**src/design/cdrs_pkg.sv**
```systemverilog
`timescale 1ns / 1ps

package cdrs_pkg;

  // request kinds as they arrive on the input side
  typedef enum logic [1:0] {
    KIND_WRITE   = 2'd0,
    KIND_REFRESH = 2'd1,
    KIND_TICK    = 2'd2,
    KIND_CMD     = 2'd3
  } kind_e;

  // configuration register indexes
  typedef enum logic {
    REG_SHORT_WAIT = 1'b0,
    REG_LONG_WAIT  = 1'b1
  } cfg_reg_e;

  localparam int unsigned MidDepth = 2;
  localparam int unsigned OutDepth = 4;

  localparam logic [15:0] ShortWaitReset = 16'd1200;
  localparam logic [15:0] LongWaitReset  = 16'd4000;

  // clear-display command, the only one with the long wait
  localparam logic [7:0] CmdClear = 8'h01;

  // cursor command for the first character of each line
  localparam logic [7:0] LineCmd [4] = '{8'h80, 8'hC0, 8'h94, 8'hD4};

  typedef struct packed {
    kind_e      kind;
    logic [1:0] row;
    logic [4:0] col;
    logic [7:0] data;
    logic       rs;
    logic       rw;
  } item_t;

  typedef struct packed {
    logic       rs;
    logic       rw;
    logic [7:0] data;
    logic       long_wait;
    logic       done;
  } frame_t;

endpackage

```
**src/design/cdrs_front.sv**
```systemverilog
`timescale 1ns / 1ps

module cdrs_front import cdrs_pkg::*; #(
  parameter int unsigned ROWS = 4,
  parameter int unsigned COLS = 20
) (
  input  logic       clk_i,
  input  logic       rst_ni,
  input  logic       push,
  output logic       full,
  input  logic [1:0] kind_i,
  input  logic [1:0] row_i,
  input  logic [4:0] col_i,
  input  logic [7:0] byte_in_i,
  input  logic       cmd_rs_i,
  input  logic       cmd_rw_i,
  output logic       item_valid_o,
  output item_t      item_o,
  input  logic       item_pop_i
);

  localparam int unsigned PtrW = (MidDepth > 1) ? $clog2(MidDepth) : 1;
  localparam int unsigned CntW = $clog2(MidDepth + 1);

  item_t            mem_q [MidDepth];
  logic [PtrW-1:0]  wr_ptr_q, wr_ptr_d;
  logic [PtrW-1:0]  rd_ptr_q, rd_ptr_d;
  logic [CntW-1:0]  cnt_q, cnt_d;
  item_t            item;
  logic             keep;
  logic             wr_en;
  logic             rd_en;

  // classify: writes outside the store are dropped here
  always_comb begin
    item.kind = kind_e'(kind_i);
    item.row  = row_i;
    item.col  = col_i;
    item.data = byte_in_i;
    item.rs   = cmd_rs_i;
    item.rw   = cmd_rw_i;
    keep = !((item.kind == KIND_WRITE) &&
             ((int'(row_i) >= int'(ROWS)) || (int'(col_i) >= int'(COLS))));
  end

  assign full         = (cnt_q == CntW'(MidDepth));
  assign wr_en        = push && !full && keep;
  assign rd_en        = item_pop_i && (cnt_q != '0);
  assign item_valid_o = (cnt_q != '0);
  assign item_o       = mem_q[rd_ptr_q];

  always_comb begin
    wr_ptr_d = wr_ptr_q;
    rd_ptr_d = rd_ptr_q;
    cnt_d    = cnt_q;
    if (wr_en) begin
      wr_ptr_d = (wr_ptr_q == PtrW'(MidDepth - 1)) ? '0 : wr_ptr_q + 1'b1;
    end
    if (rd_en) begin
      rd_ptr_d = (rd_ptr_q == PtrW'(MidDepth - 1)) ? '0 : rd_ptr_q + 1'b1;
    end
    if (wr_en && !rd_en) begin
      cnt_d = cnt_q + 1'b1;
    end else if (rd_en && !wr_en) begin
      cnt_d = cnt_q - 1'b1;
    end
  end

  always_ff @(posedge clk_i or negedge rst_ni) begin
    if (!rst_ni) begin
      wr_ptr_q <= '0;
      rd_ptr_q <= '0;
      cnt_q    <= '0;
    end else begin
      wr_ptr_q <= wr_ptr_d;
      rd_ptr_q <= rd_ptr_d;
      cnt_q    <= cnt_d;
    end
  end

  always_ff @(posedge clk_i) begin
    if (wr_en) begin
      mem_q[wr_ptr_q] <= item;
    end
  end

endmodule

```
**src/design/cdrs_back.sv**
```systemverilog
`timescale 1ns / 1ps

module cdrs_back import cdrs_pkg::*; #(
  parameter int unsigned ROWS = 4,
  parameter int unsigned COLS = 20
) (
  input  logic                          clk_i,
  input  logic                          rst_ni,
  input  logic                          cfg_valid_i,
  input  logic                          cfg_index_i,
  input  logic [15:0]                   cfg_data_i,
  input  logic                          item_valid_i,
  input  item_t                         item_i,
  output logic                          item_pop_o,
  input  logic [$clog2(OutDepth+1)-1:0] out_cnt_i,
  output logic                          res_valid_o,
  output frame_t                        res_o
);

  localparam int unsigned Depth = ROWS * COLS;
  localparam int unsigned AddrW = (Depth > 1) ? $clog2(Depth) : 1;

  logic [7:0]       mem_q [Depth];
  logic [Depth-1:0] vld_q;
  logic [7:0]       rd_data_q;
  logic             rd_vld_q;

  logic [15:0] short_q, short_d;
  logic [15:0] long_q, long_d;
  logic [15:0] busy_q, busy_d;
  logic [1:0]  cur_row_q, cur_row_d;
  logic [4:0]  cur_col_q, cur_col_d;
  logic        active_q, active_d;
  logic        cursor_q, cursor_d;
  logic        pend_valid_q, pend_valid_d;
  logic        pend_rs_q, pend_rs_d;
  logic        pend_rw_q, pend_rw_d;
  logic [7:0]  pend_byte_q, pend_byte_d;
  logic        b_valid_q, b_valid_d;
  logic        b_char_q, b_char_d;
  frame_t      b_frame_q, b_frame_d;

  logic             go;
  logic             mem_we;
  logic             rd_en;
  logic [AddrW-1:0] wr_addr;
  logic [AddrW-1:0] rd_addr;
  logic             last_col;
  logic             last_row;

  // only start an item when its result is sure to find room downstream
  assign go = item_valid_i &&
              ((int'(out_cnt_i) + int'(b_valid_q)) < int'(OutDepth));
  assign item_pop_o = go;

  assign wr_addr  = AddrW'(int'(item_i.row) * int'(COLS) + int'(item_i.col));
  assign rd_addr  = AddrW'(int'(cur_row_q) * int'(COLS) + int'(cur_col_q));
  assign last_col = (int'(cur_col_q) + 1) >= int'(COLS);
  assign last_row = (int'(cur_row_q) + 1) >= int'(ROWS);

  always_comb begin
    short_d      = short_q;
    long_d       = long_q;
    busy_d       = busy_q;
    cur_row_d    = cur_row_q;
    cur_col_d    = cur_col_q;
    active_d     = active_q;
    cursor_d     = cursor_q;
    pend_valid_d = pend_valid_q;
    pend_rs_d    = pend_rs_q;
    pend_rw_d    = pend_rw_q;
    pend_byte_d  = pend_byte_q;
    b_valid_d    = 1'b0;
    b_char_d     = b_char_q;
    b_frame_d    = b_frame_q;
    mem_we       = 1'b0;
    rd_en        = 1'b0;

    if (cfg_valid_i) begin
      case (cfg_reg_e'(cfg_index_i))
        REG_SHORT_WAIT: short_d = cfg_data_i;
        REG_LONG_WAIT:  long_d  = cfg_data_i;
        default: ;
      endcase
    end

    if (go) begin
      case (item_i.kind)
        KIND_WRITE: begin
          mem_we = 1'b1;
        end
        KIND_REFRESH: begin
          active_d  = 1'b1;
          cursor_d  = 1'b1;
          cur_row_d = '0;
          cur_col_d = '0;
        end
        KIND_CMD: begin
          if (!pend_valid_q) begin
            pend_valid_d = 1'b1;
            pend_rs_d    = item_i.rs;
            pend_rw_d    = item_i.rw;
            pend_byte_d  = item_i.data;
          end
        end
        KIND_TICK: begin
          if (busy_q != '0) begin
            busy_d = busy_q - 1'b1;
          end else if (pend_valid_q) begin
            pend_valid_d        = 1'b0;
            b_valid_d           = 1'b1;
            b_char_d            = 1'b0;
            b_frame_d.rs        = pend_rs_q;
            b_frame_d.rw        = pend_rw_q;
            b_frame_d.data      = pend_byte_q;
            b_frame_d.long_wait = (pend_byte_q == CmdClear);
            b_frame_d.done      = 1'b0;
            busy_d = (pend_byte_q == CmdClear) ? long_q : short_q;
          end else if (active_q && cursor_q) begin
            cursor_d            = 1'b0;
            b_valid_d           = 1'b1;
            b_char_d            = 1'b0;
            b_frame_d.rs        = 1'b0;
            b_frame_d.rw        = 1'b0;
            b_frame_d.data      = LineCmd[cur_row_q];
            b_frame_d.long_wait = (LineCmd[cur_row_q] == CmdClear);
            b_frame_d.done      = 1'b0;
            busy_d = (LineCmd[cur_row_q] == CmdClear) ? long_q : short_q;
          end else if (active_q) begin
            // character byte comes from the registered store read, together with the frame
            rd_en               = 1'b1;
            b_valid_d           = 1'b1;
            b_char_d            = 1'b1;
            b_frame_d.rs        = 1'b1;
            b_frame_d.rw        = 1'b0;
            b_frame_d.data      = '0;
            b_frame_d.long_wait = 1'b0;
            b_frame_d.done      = last_row && last_col;
            busy_d              = short_q;
            if (last_row && last_col) begin
              active_d = 1'b0;
            end else if (last_col) begin
              cur_row_d = cur_row_q + 1'b1;
              cur_col_d = '0;
              cursor_d  = 1'b1;
            end else begin
              cur_col_d = cur_col_q + 1'b1;
            end
          end
        end
        default: ;
      endcase
    end
  end

  always_ff @(posedge clk_i or negedge rst_ni) begin
    if (!rst_ni) begin
      short_q      <= ShortWaitReset;
      long_q       <= LongWaitReset;
      busy_q       <= '0;
      cur_row_q    <= '0;
      cur_col_q    <= '0;
      active_q     <= 1'b0;
      cursor_q     <= 1'b0;
      pend_valid_q <= 1'b0;
      pend_rs_q    <= 1'b0;
      pend_rw_q    <= 1'b0;
      pend_byte_q  <= '0;
      b_valid_q    <= 1'b0;
      b_char_q     <= 1'b0;
      vld_q        <= '0;
      rd_vld_q     <= 1'b0;
    end else begin
      short_q      <= short_d;
      long_q       <= long_d;
      busy_q       <= busy_d;
      cur_row_q    <= cur_row_d;
      cur_col_q    <= cur_col_d;
      active_q     <= active_d;
      cursor_q     <= cursor_d;
      pend_valid_q <= pend_valid_d;
      pend_rs_q    <= pend_rs_d;
      pend_rw_q    <= pend_rw_d;
      pend_byte_q  <= pend_byte_d;
      b_valid_q    <= b_valid_d;
      b_char_q     <= b_char_d;
      if (mem_we) begin
        vld_q[wr_addr] <= 1'b1;
      end
      if (rd_en) begin
        rd_vld_q <= vld_q[rd_addr];
      end
    end
  end

  // character store, no reset: unwritten entries read as zero via vld_q
  always_ff @(posedge clk_i) begin
    b_frame_q <= b_frame_d;
    if (mem_we) begin
      mem_q[wr_addr] <= item_i.data;
    end
    if (rd_en) begin
      rd_data_q <= mem_q[rd_addr];
    end
  end

  always_comb begin
    res_o = b_frame_q;
    if (b_char_q) begin
      res_o.data = rd_vld_q ? rd_data_q : 8'h00;
    end
  end

  assign res_valid_o = b_valid_q;

endmodule

```
**src/design/cdrs_out_fifo.sv**
```systemverilog
`timescale 1ns / 1ps

module cdrs_out_fifo import cdrs_pkg::*; (
  input  logic                          clk_i,
  input  logic                          rst_ni,
  input  logic                          res_valid_i,
  input  frame_t                        res_i,
  output logic [$clog2(OutDepth+1)-1:0] cnt_o,
  output logic                          empty,
  input  logic                          pop,
  output frame_t                        head_o
);

  localparam int unsigned PtrW = (OutDepth > 1) ? $clog2(OutDepth) : 1;
  localparam int unsigned CntW = $clog2(OutDepth + 1);

  frame_t          mem_q [OutDepth];
  logic [PtrW-1:0] wr_ptr_q, wr_ptr_d;
  logic [PtrW-1:0] rd_ptr_q, rd_ptr_d;
  logic [CntW-1:0] cnt_q, cnt_d;
  logic            rd_en;

  assign empty  = (cnt_q == '0);
  assign rd_en  = pop && !empty;
  assign cnt_o  = cnt_q;
  assign head_o = mem_q[rd_ptr_q];

  // the back end never pushes without room, so no full check here
  always_comb begin
    wr_ptr_d = wr_ptr_q;
    rd_ptr_d = rd_ptr_q;
    cnt_d    = cnt_q;
    if (res_valid_i) begin
      wr_ptr_d = (wr_ptr_q == PtrW'(OutDepth - 1)) ? '0 : wr_ptr_q + 1'b1;
    end
    if (rd_en) begin
      rd_ptr_d = (rd_ptr_q == PtrW'(OutDepth - 1)) ? '0 : rd_ptr_q + 1'b1;
    end
    if (res_valid_i && !rd_en) begin
      cnt_d = cnt_q + 1'b1;
    end else if (rd_en && !res_valid_i) begin
      cnt_d = cnt_q - 1'b1;
    end
  end

  always_ff @(posedge clk_i or negedge rst_ni) begin
    if (!rst_ni) begin
      wr_ptr_q <= '0;
      rd_ptr_q <= '0;
      cnt_q    <= '0;
    end else begin
      wr_ptr_q <= wr_ptr_d;
      rd_ptr_q <= rd_ptr_d;
      cnt_q    <= cnt_d;
    end
  end

  always_ff @(posedge clk_i) begin
    if (res_valid_i) begin
      mem_q[wr_ptr_q] <= res_i;
    end
  end

endmodule

```
**src/design/char_display_refresh_sequencer.sv**
```systemverilog
// a tick that sends a frame is registered in the back end, then written into the result queue
// throughput: one request per cycle, set by the back end state updating as each request
//   is taken and its one store access per request; requests stall only while the result queue,
//   counting a frame still on its way in, holds four frames
// reset (async, active low): empty queues, store reads as zero, refresh idle,
//   display ready, wait registers at 1200 and 4000 ticks
`timescale 1ns / 1ps

module char_display_refresh_sequencer import cdrs_pkg::*; #(
  parameter int unsigned ROWS = 4,
  parameter int unsigned COLS = 20
) (
  input  logic        clk_i,
  input  logic        rst_ni,
  // configuration write channel
  input  logic        cfg_valid_i,
  output logic        cfg_ready_o,
  input  logic        cfg_index_i,
  input  logic [15:0] cfg_data_i,
  // request side
  input  logic        push,
  output logic        full,
  input  logic [1:0]  kind_i,
  input  logic [1:0]  row_i,
  input  logic [4:0]  col_i,
  input  logic [7:0]  byte_in_i,
  input  logic        cmd_rs_i,
  input  logic        cmd_rw_i,
  // result side
  output logic        empty,
  input  logic        pop,
  output logic        frame_rs_o,
  output logic        frame_rw_o,
  output logic [7:0]  frame_byte_o,
  output logic        long_wait_o,
  output logic        refresh_done_o
);

  item_t                         item;
  logic                          item_valid;
  logic                          item_pop;
  logic [$clog2(OutDepth+1)-1:0] out_cnt;
  logic                          res_valid;
  frame_t                        res;
  frame_t                        head;

  // the user is to change registers only between requests; the block does not enforce it
  assign cfg_ready_o = 1'b1;

  // front end: takes requests, drops writes outside the store and
  // buffers the rest in a two-entry queue
  cdrs_front #(
    .ROWS (ROWS),
    .COLS (COLS)
  ) u_front (
    .clk_i        (clk_i),
    .rst_ni       (rst_ni),
    .push         (push),
    .full         (full),
    .kind_i       (kind_i),
    .row_i        (row_i),
    .col_i        (col_i),
    .byte_in_i    (byte_in_i),
    .cmd_rs_i     (cmd_rs_i),
    .cmd_rw_i     (cmd_rw_i),
    .item_valid_o (item_valid),
    .item_o       (item),
    .item_pop_i   (item_pop)
  );

  // back end: character store, busy countdown, pending command and
  // refresh cursor; a character frame picks its byte up from the
  // store read that is registered alongside the frame
  cdrs_back #(
    .ROWS (ROWS),
    .COLS (COLS)
  ) u_back (
    .clk_i        (clk_i),
    .rst_ni       (rst_ni),
    .cfg_valid_i  (cfg_valid_i && cfg_ready_o),
    .cfg_index_i  (cfg_index_i),
    .cfg_data_i   (cfg_data_i),
    .item_valid_i (item_valid),
    .item_i       (item),
    .item_pop_o   (item_pop),
    .out_cnt_i    (out_cnt),
    .res_valid_o  (res_valid),
    .res_o        (res)
  );

  // result queue decouples the display side from request processing
  cdrs_out_fifo u_out (
    .clk_i       (clk_i),
    .rst_ni      (rst_ni),
    .res_valid_i (res_valid),
    .res_i       (res),
    .cnt_o       (out_cnt),
    .empty       (empty),
    .pop         (pop),
    .head_o      (head)
  );

  assign frame_rs_o     = head.rs;
  assign frame_rw_o     = head.rw;
  assign frame_byte_o   = head.data;
  assign long_wait_o    = head.long_wait;
  assign refresh_done_o = head.done;

endmodule

```
**config.mk**
```make
export PLATFORM = sky130hd
export DESIGN_NAME = char_display_refresh_sequencer
export DESIGN_NICKNAME = d
export VERILOG_FILES = /design/src/design/cdrs_pkg.sv /design/src/design/cdrs_front.sv /design/src/design/cdrs_back.sv /design/src/design/cdrs_out_fifo.sv /design/src/design/char_display_refresh_sequencer.sv
export SDC_FILE = /design/constraint.sdc
export NUM_CORES = 1
export LEC_CHECK = 0
export ABC_AREA = 1
export BUFFER_PORTS_ARGS = -buffer_cell sky130_fd_sc_hd__buf_2
export CAP_MARGIN = 20
export CORE_ASPECT_RATIO = 1.25
export CORE_UTILIZATION = 49
export CTS_BUF_LIST = sky130_fd_sc_hd__clkbuf_2 sky130_fd_sc_hd__clkbuf_4 sky130_fd_sc_hd__clkbuf_8
export DETAILED_ROUTE_END_ITERATION = 6
export GPL_TIMING_DRIVEN = 0
export PLACE_DENSITY = 0.76
export SLEW_MARGIN = 20
export SYNTH_ARGS = -nofsm -noshare
export SYNTH_HDL_FRONTEND = slang
export SYNTH_SLANG_ARGS = --single-unit
```
**constraint.sdc**
```tcl
create_clock -name clk_i -period 7.5 [get_ports clk_i]
set_input_delay 0.375 -clock clk_i [delete_from_list [all_inputs] [get_ports clk_i]]
set_output_delay 0.375 -clock clk_i [all_outputs]
set_load 0.01 [all_outputs]
```
# == After elaboration in Yosys (flattened, before gate mapping) ==
# Memory sizes are Yosys's and may differ from the RTL's. A register that Yosys moved wholly into a read port is not among the register bits.
# Cells that the tools add are included.
# classes
n_eq_ne,17
magnitude_cmp,8
mux,77
shifts,0
n_bitwise,5
reduce_logical,42
mul,2
div_mod_pow,0
n_addsub,16
# ops
cell,n
$mux W16,6
$or A80 B80 Y80,1
$mux W1,38
$mux W12,3
$ge A32 B4 Y1 const B,1
$ge A32 B6 Y1 const B,1
$lt A32 B4 Y1 const B,1
$mux W8,4
$mux W5,6
$mux W2,10
$bmux W8 S2,1
$eq A8 B1 Y1 const B,2
$lt A7 B8 Y1 const B,2
$reduce_bool A16 Y1,1
$sub A16 B1 Y16 const B,1
$add A7 B6 Y7,2
$reduce_and A7 Y1,2
$logic_and A1 B1 Y1,13
$eq A2 B2 Y1 const B,5
$mul A2 B3 Y5 const B,2
$pmux W5 S2,1
$reduce_bool A2 Y1,5
$reduce_and A3 Y1,3
$add A2 B1 Y2 const B,4
other kinds (33),52
# totals
register_bits,174
output_inout_bits,15
latchBits,0
mem_bits_ro,0
memories,3
elab_cells,196
ram_bits,726
inputBits,41
# mem_list
name,depth,word_bits,read_ports,rd_ports_with_merged_regs,write_ports,line,rtl
u_back.mem_q,80,8,1,1,1,cdrs_back.sv:23,logic [7:0] mem_q [Depth];
u_out.mem_q,4,12,1,0,1,cdrs_out_fifo.sv:17,frame_t mem_q [OutDepth];
u_front.mem_q,2,19,1,0,1,cdrs_front.sv:25,item_t mem_q [MidDepth];

# == Depth between registers and ports, before layout ==
# logic_depth
ltp_word,9
depth_mapped,15
depth_no_buf,15

# == Modules after synthesis ==
# From an unflattened synthesis, not the netlist that was laid out.
# hier_totals
hier_cells,3440
area_unflattened_um2,38289.2
# by_module_without_submodules
mod,instances,seq_area_each_um2,area_per_inst_um2,cells_per_inst
cdrs_back,1,23610.1,34260.4,3108
cdrs_out_fifo,1,1616.6,2374.8,195
cdrs_front,1,1241.2,1642.8,135
char_display_refresh_sequencer,1,0.0,11.3,2

# == Least setup slack after synthesis ==
# No wires, ideal clock.
# synth_timing
path_kind,flip-flop to flip-flop
startpoint,reg u_front.rd_ptr_q
endpoint,"mem u_back.mem_q[112][0], in the netlist u_back.mem_q[28][0] (enable)"
synth_period_minus_slack_ns,3.075
setup_slack_ns,4.425
t_required_ns,7.130
setup_time_ns,0.370
t_arrival_ns,2.705
stages_incl_launch_ff,15
path_buffers,3
path_cell_list,dfrtp_1 -> buf_6 -> clkbuf_1 -> nand2_1 -> nand2_1 -> ha_1 -> fa_1 -> nand2_1 -> inv_1 -> nor2_1 -> inv_1 -> nor2_1 -> nand2_2 -> buf_6 -> nor2_1
# synth_via
elab_chain_cells,6
word_cells_on_any_way,8
classes_between,add/sub: 1; mul: 1; mux: 4; reduce/logical: 1; memory: 1
# synth_lines
item,line,rtl
"start, declared",cdrs_front.sv:27,"logic [PtrW-1:0] rd_ptr_q, rd_ptr_d;"
"start signal, assigned",cdrs_front.sv:76,rd_ptr_q <= rd_ptr_d;
$mem_v2 Z2 W19 *,-,
branches (longest 5 deep; another with $add A7 B6 Y7),-,
"end, declared",cdrs_back.sv:23,
# Every way passes the cells marked *.

# == Worst setup path in the final report ==
# layout_timing
startpoint,reg u_front.rd_ptr_q
endpoint,"mem u_back.mem_q[28][2], in the netlist u_back.mem_q[7][2] (enable)"
# Same word-level chain as after synthesis.

==> impl_metrics.toml <==
[synth]
seq_area_frac_synth = 0.696
syn_inst = 3375
syn_area_sq_um = 38000
synthesis.nets = 3437
yosys_warnings = 0
yosysTopAreaCellShare = 0.589
async_reset_ff_frac = 0.178
synth.largest_area_cell = "edfxtp_1"
ys_types = 46
synth-edff-count = 746
synth.avg_cell_area_sq_um = 11.3
ys.flop_type = "edfxtp_1"
ys_ff_latch = 908
synth_area_leaders = "edfxtp_1 59%, dfrtp_1 10%, nor2_1 5.7%, o21ai_0 5.0%, nand3_1 4.9%"

[critical_path]
slowest_stage = "nor2_1"
crit_required_ps = 7910
worstPathCellList = "inv_2 -> clkbuf_1 -> nand2_1 -> nand2_1 -> ha_1 -> fa_1 -> nor2_1 -> nand2_2 -> buf_6 -> nor2_1"
worst-path-max-fanout = 10
end_kind = "flip-flop"
startpoint_type = "flip-flop"
crit_family = "simple AND/OR/NAND/NOR gates"
critical_path_buf_inv_count = 3
critPathKind = "reg -> reg"
cp.arrival_ps = 4370
cp_slowest_stage_delay_ps = 810

[global_routing]
grt_antenna_before_repair = 3
grt_max_degree = 92
grt_pass1_wl_mm = 162
grt_pass1_vias = 27300
grt-ovfl-total = 0
grtUsageTotal = 0.279

[cts]
clk_path_buf_depth = 3
ctsResizeCount = 0
cts_tree = "done"
cts_sinks = 908
post-cts-setup-buffer-count = 0
cts_made_buffers = 132
cts_hold_buf = 40
clock_latency_ps = 810
h-tree-depth = 4
root_buffer = "clkbuf_8"
cts.clk_slew.worst_paths_ps = 70

[sta]
relSlewSlack = 0.160
final.setup.worst_slack_ps = 3540
worst_pin_slew_ps = 1260
slew_viol_final = 0
fin_worst_skew_ps = 33.6
period_needed_ps = 3960
setup-violations-final = 0
finalCritPeriodShare = 0.528
clock.fmax_ghz = 0.252
hold_viol_final = 0
tns_ps = 0
rsz0062_at_grt = "false"

[route]
wl_per_cell_microns = 23.3
first_pass_iters = 7
drtIter0Drc = 3931
drc = 3
vias = 27900
detail-route-antenna-nets = 0
wl_mm = 110
via_per_inst = 5.93

[power_and_ir_drop]
pwr_density_cell_nw_per_um2 = 390
p_leak_nw = 15.9
ir_drop_v = 0.000242

[cells_and_area]
nets = 3676
final_common_cell = "edfxtp_1"
fin_cells = 4700
final_cell_mix = "746 x edfxtp_1, 569 x nor2_1, 467 x nand2_1"
drive_gt1_frac = 0.129
area_delta_synth_final_pct = 12.9

[placed_design]
dp.cells = 4417
pre_cts_ws_ps = 3590
dp_hpwl_mm = 71.1
gp_congestion = 1.01
port_buffers = 54

[status]
status = "complete, but fails checks"
violations = "DRC"

[floorplan]
start_util = 0.498
die_y_microns = 314
die-area_sq_um = 78800
placementRows = 113
coreArea_sq_um = 76300
die_w_microns = 251
io-pin-count = 56

[flow_run]
cap_viol_max_count = 0

[worst_hold_path]
hold_path.class = "in -> async"
kinds of logic (layout without fill, tap and decap cells):
family / after synthesis / in the layout / share of synthesized area
other cells: 1 / 3 / 0.0000986
flops: 908 / 908 / 0.696
simple gates: 1485 / 1485 / 0.164
mux: 1 / 1 / 0.000296
xor+xnor: 15 / 15 / 0.00345
compound gates: 560 / 560 / 0.0836
buf+inv: 384 / 730 / 0.0452
fa+ha+maj: 21 / 21 / 0.00750
state kept, by name, summed over array words and instances, names as in the netlist, 5 cells and up:
signal	flops
u_back.mem_q	640
u_back.vld_q	80
u_out.mem_q	48
u_front.mem_q	38
u_back.busy_q	16
u_back.long_q	16
u_back.short_q	16
u_back.b_frame_q	8
u_back.pend_byte_q	8
u_back.rd_data_q	8
u_back.cur_col_q	5
where the power goes:
| group | switching, mW | leakage, nW | internal (mW) | total, mW |
|---|---|---|---|---|
| clock | 1.91 | 1.43 | 2.13 | 4.03 |
| sequential | 0.169 | 8.82 | 6.35 | 6.52 |
| combinational | 4.62 | 5.70 | 1.60 | 6.21 |
| total | 6.69 | 15.9 | 10.1 | 16.8 |
worst paths after layout:
| check | to | startpoint | slack, ps | cells after the start |
|---|---|---|---|---|
| hold / removal | u_out.rd_ptr_q[0] | rst_ni | 160 | 2 |
| setup reg to reg | u_back.mem_q[7][2] | u_front.rd_ptr_q | 3540 | 10 |
| hold reg to reg | u_back.vld_q[63] | u_back.vld_q[63] | 450 | 2 |
| max in group asynchronous | u_back.vld_q[43] | rst_ni | 6430 | 3 |
| min in group clk_i | u_front.wr_ptr_q | push | 160 | 6 |
| setup / recovery | u_back.mem_q[7][2] | u_front.rd_ptr_q | 3540 | 10 |
layout make-up:
type / count / area, sq um
repair buffers: 105 / 921
clock inverters: 58 / 394
flip-flops and latches: 908 / 26500
clock buffers: 183 / 2290
diodes: 2 / 5.00
multi-input cells: 2083 / 9930
well taps: 977 / 1220
fillers: 6107 / 33400
inverters: 186 / 706
plain buffers: 198 / 1010
stage by stage:
step	utilization	cell area [sq um]	total power [mW]	hold WS, ps
finish	0.563	42900	16.8	159
global route	0.563	42900	17.3	140
CTS	0.562	42900	16.5	76.8
detailed placement	0.522	39900	12.5	388
global placement	0.518	39500	12.4	429
floorplan	-	38000	10.2	79.4
cell usage after synthesis, drive strengths merged (11+ instances only):
cell	n
o211ai	53
nand3	377
ha	18
xor2	11
dfrtp	152
edfxtp	746
o221ai	21
o22ai	25
a21oi	25
buf	130
inv	182
o21ai	422
or2	22
nand2	492
nor2	580
clkbuf	68
routing by layer:
metal,vias to the layer above,share of wire,wire (microns),GRT usage
li1,12200,-,-,-
met1,13300,0.35,38700,0.339
met2,1886,0.47,52100,0.448
met3,403,0.11,12200,0.0713
met4,0,0.061,6710,0.171
met5,-,0,0,0
No activity file was read; power rests on OpenSTA's default activity.
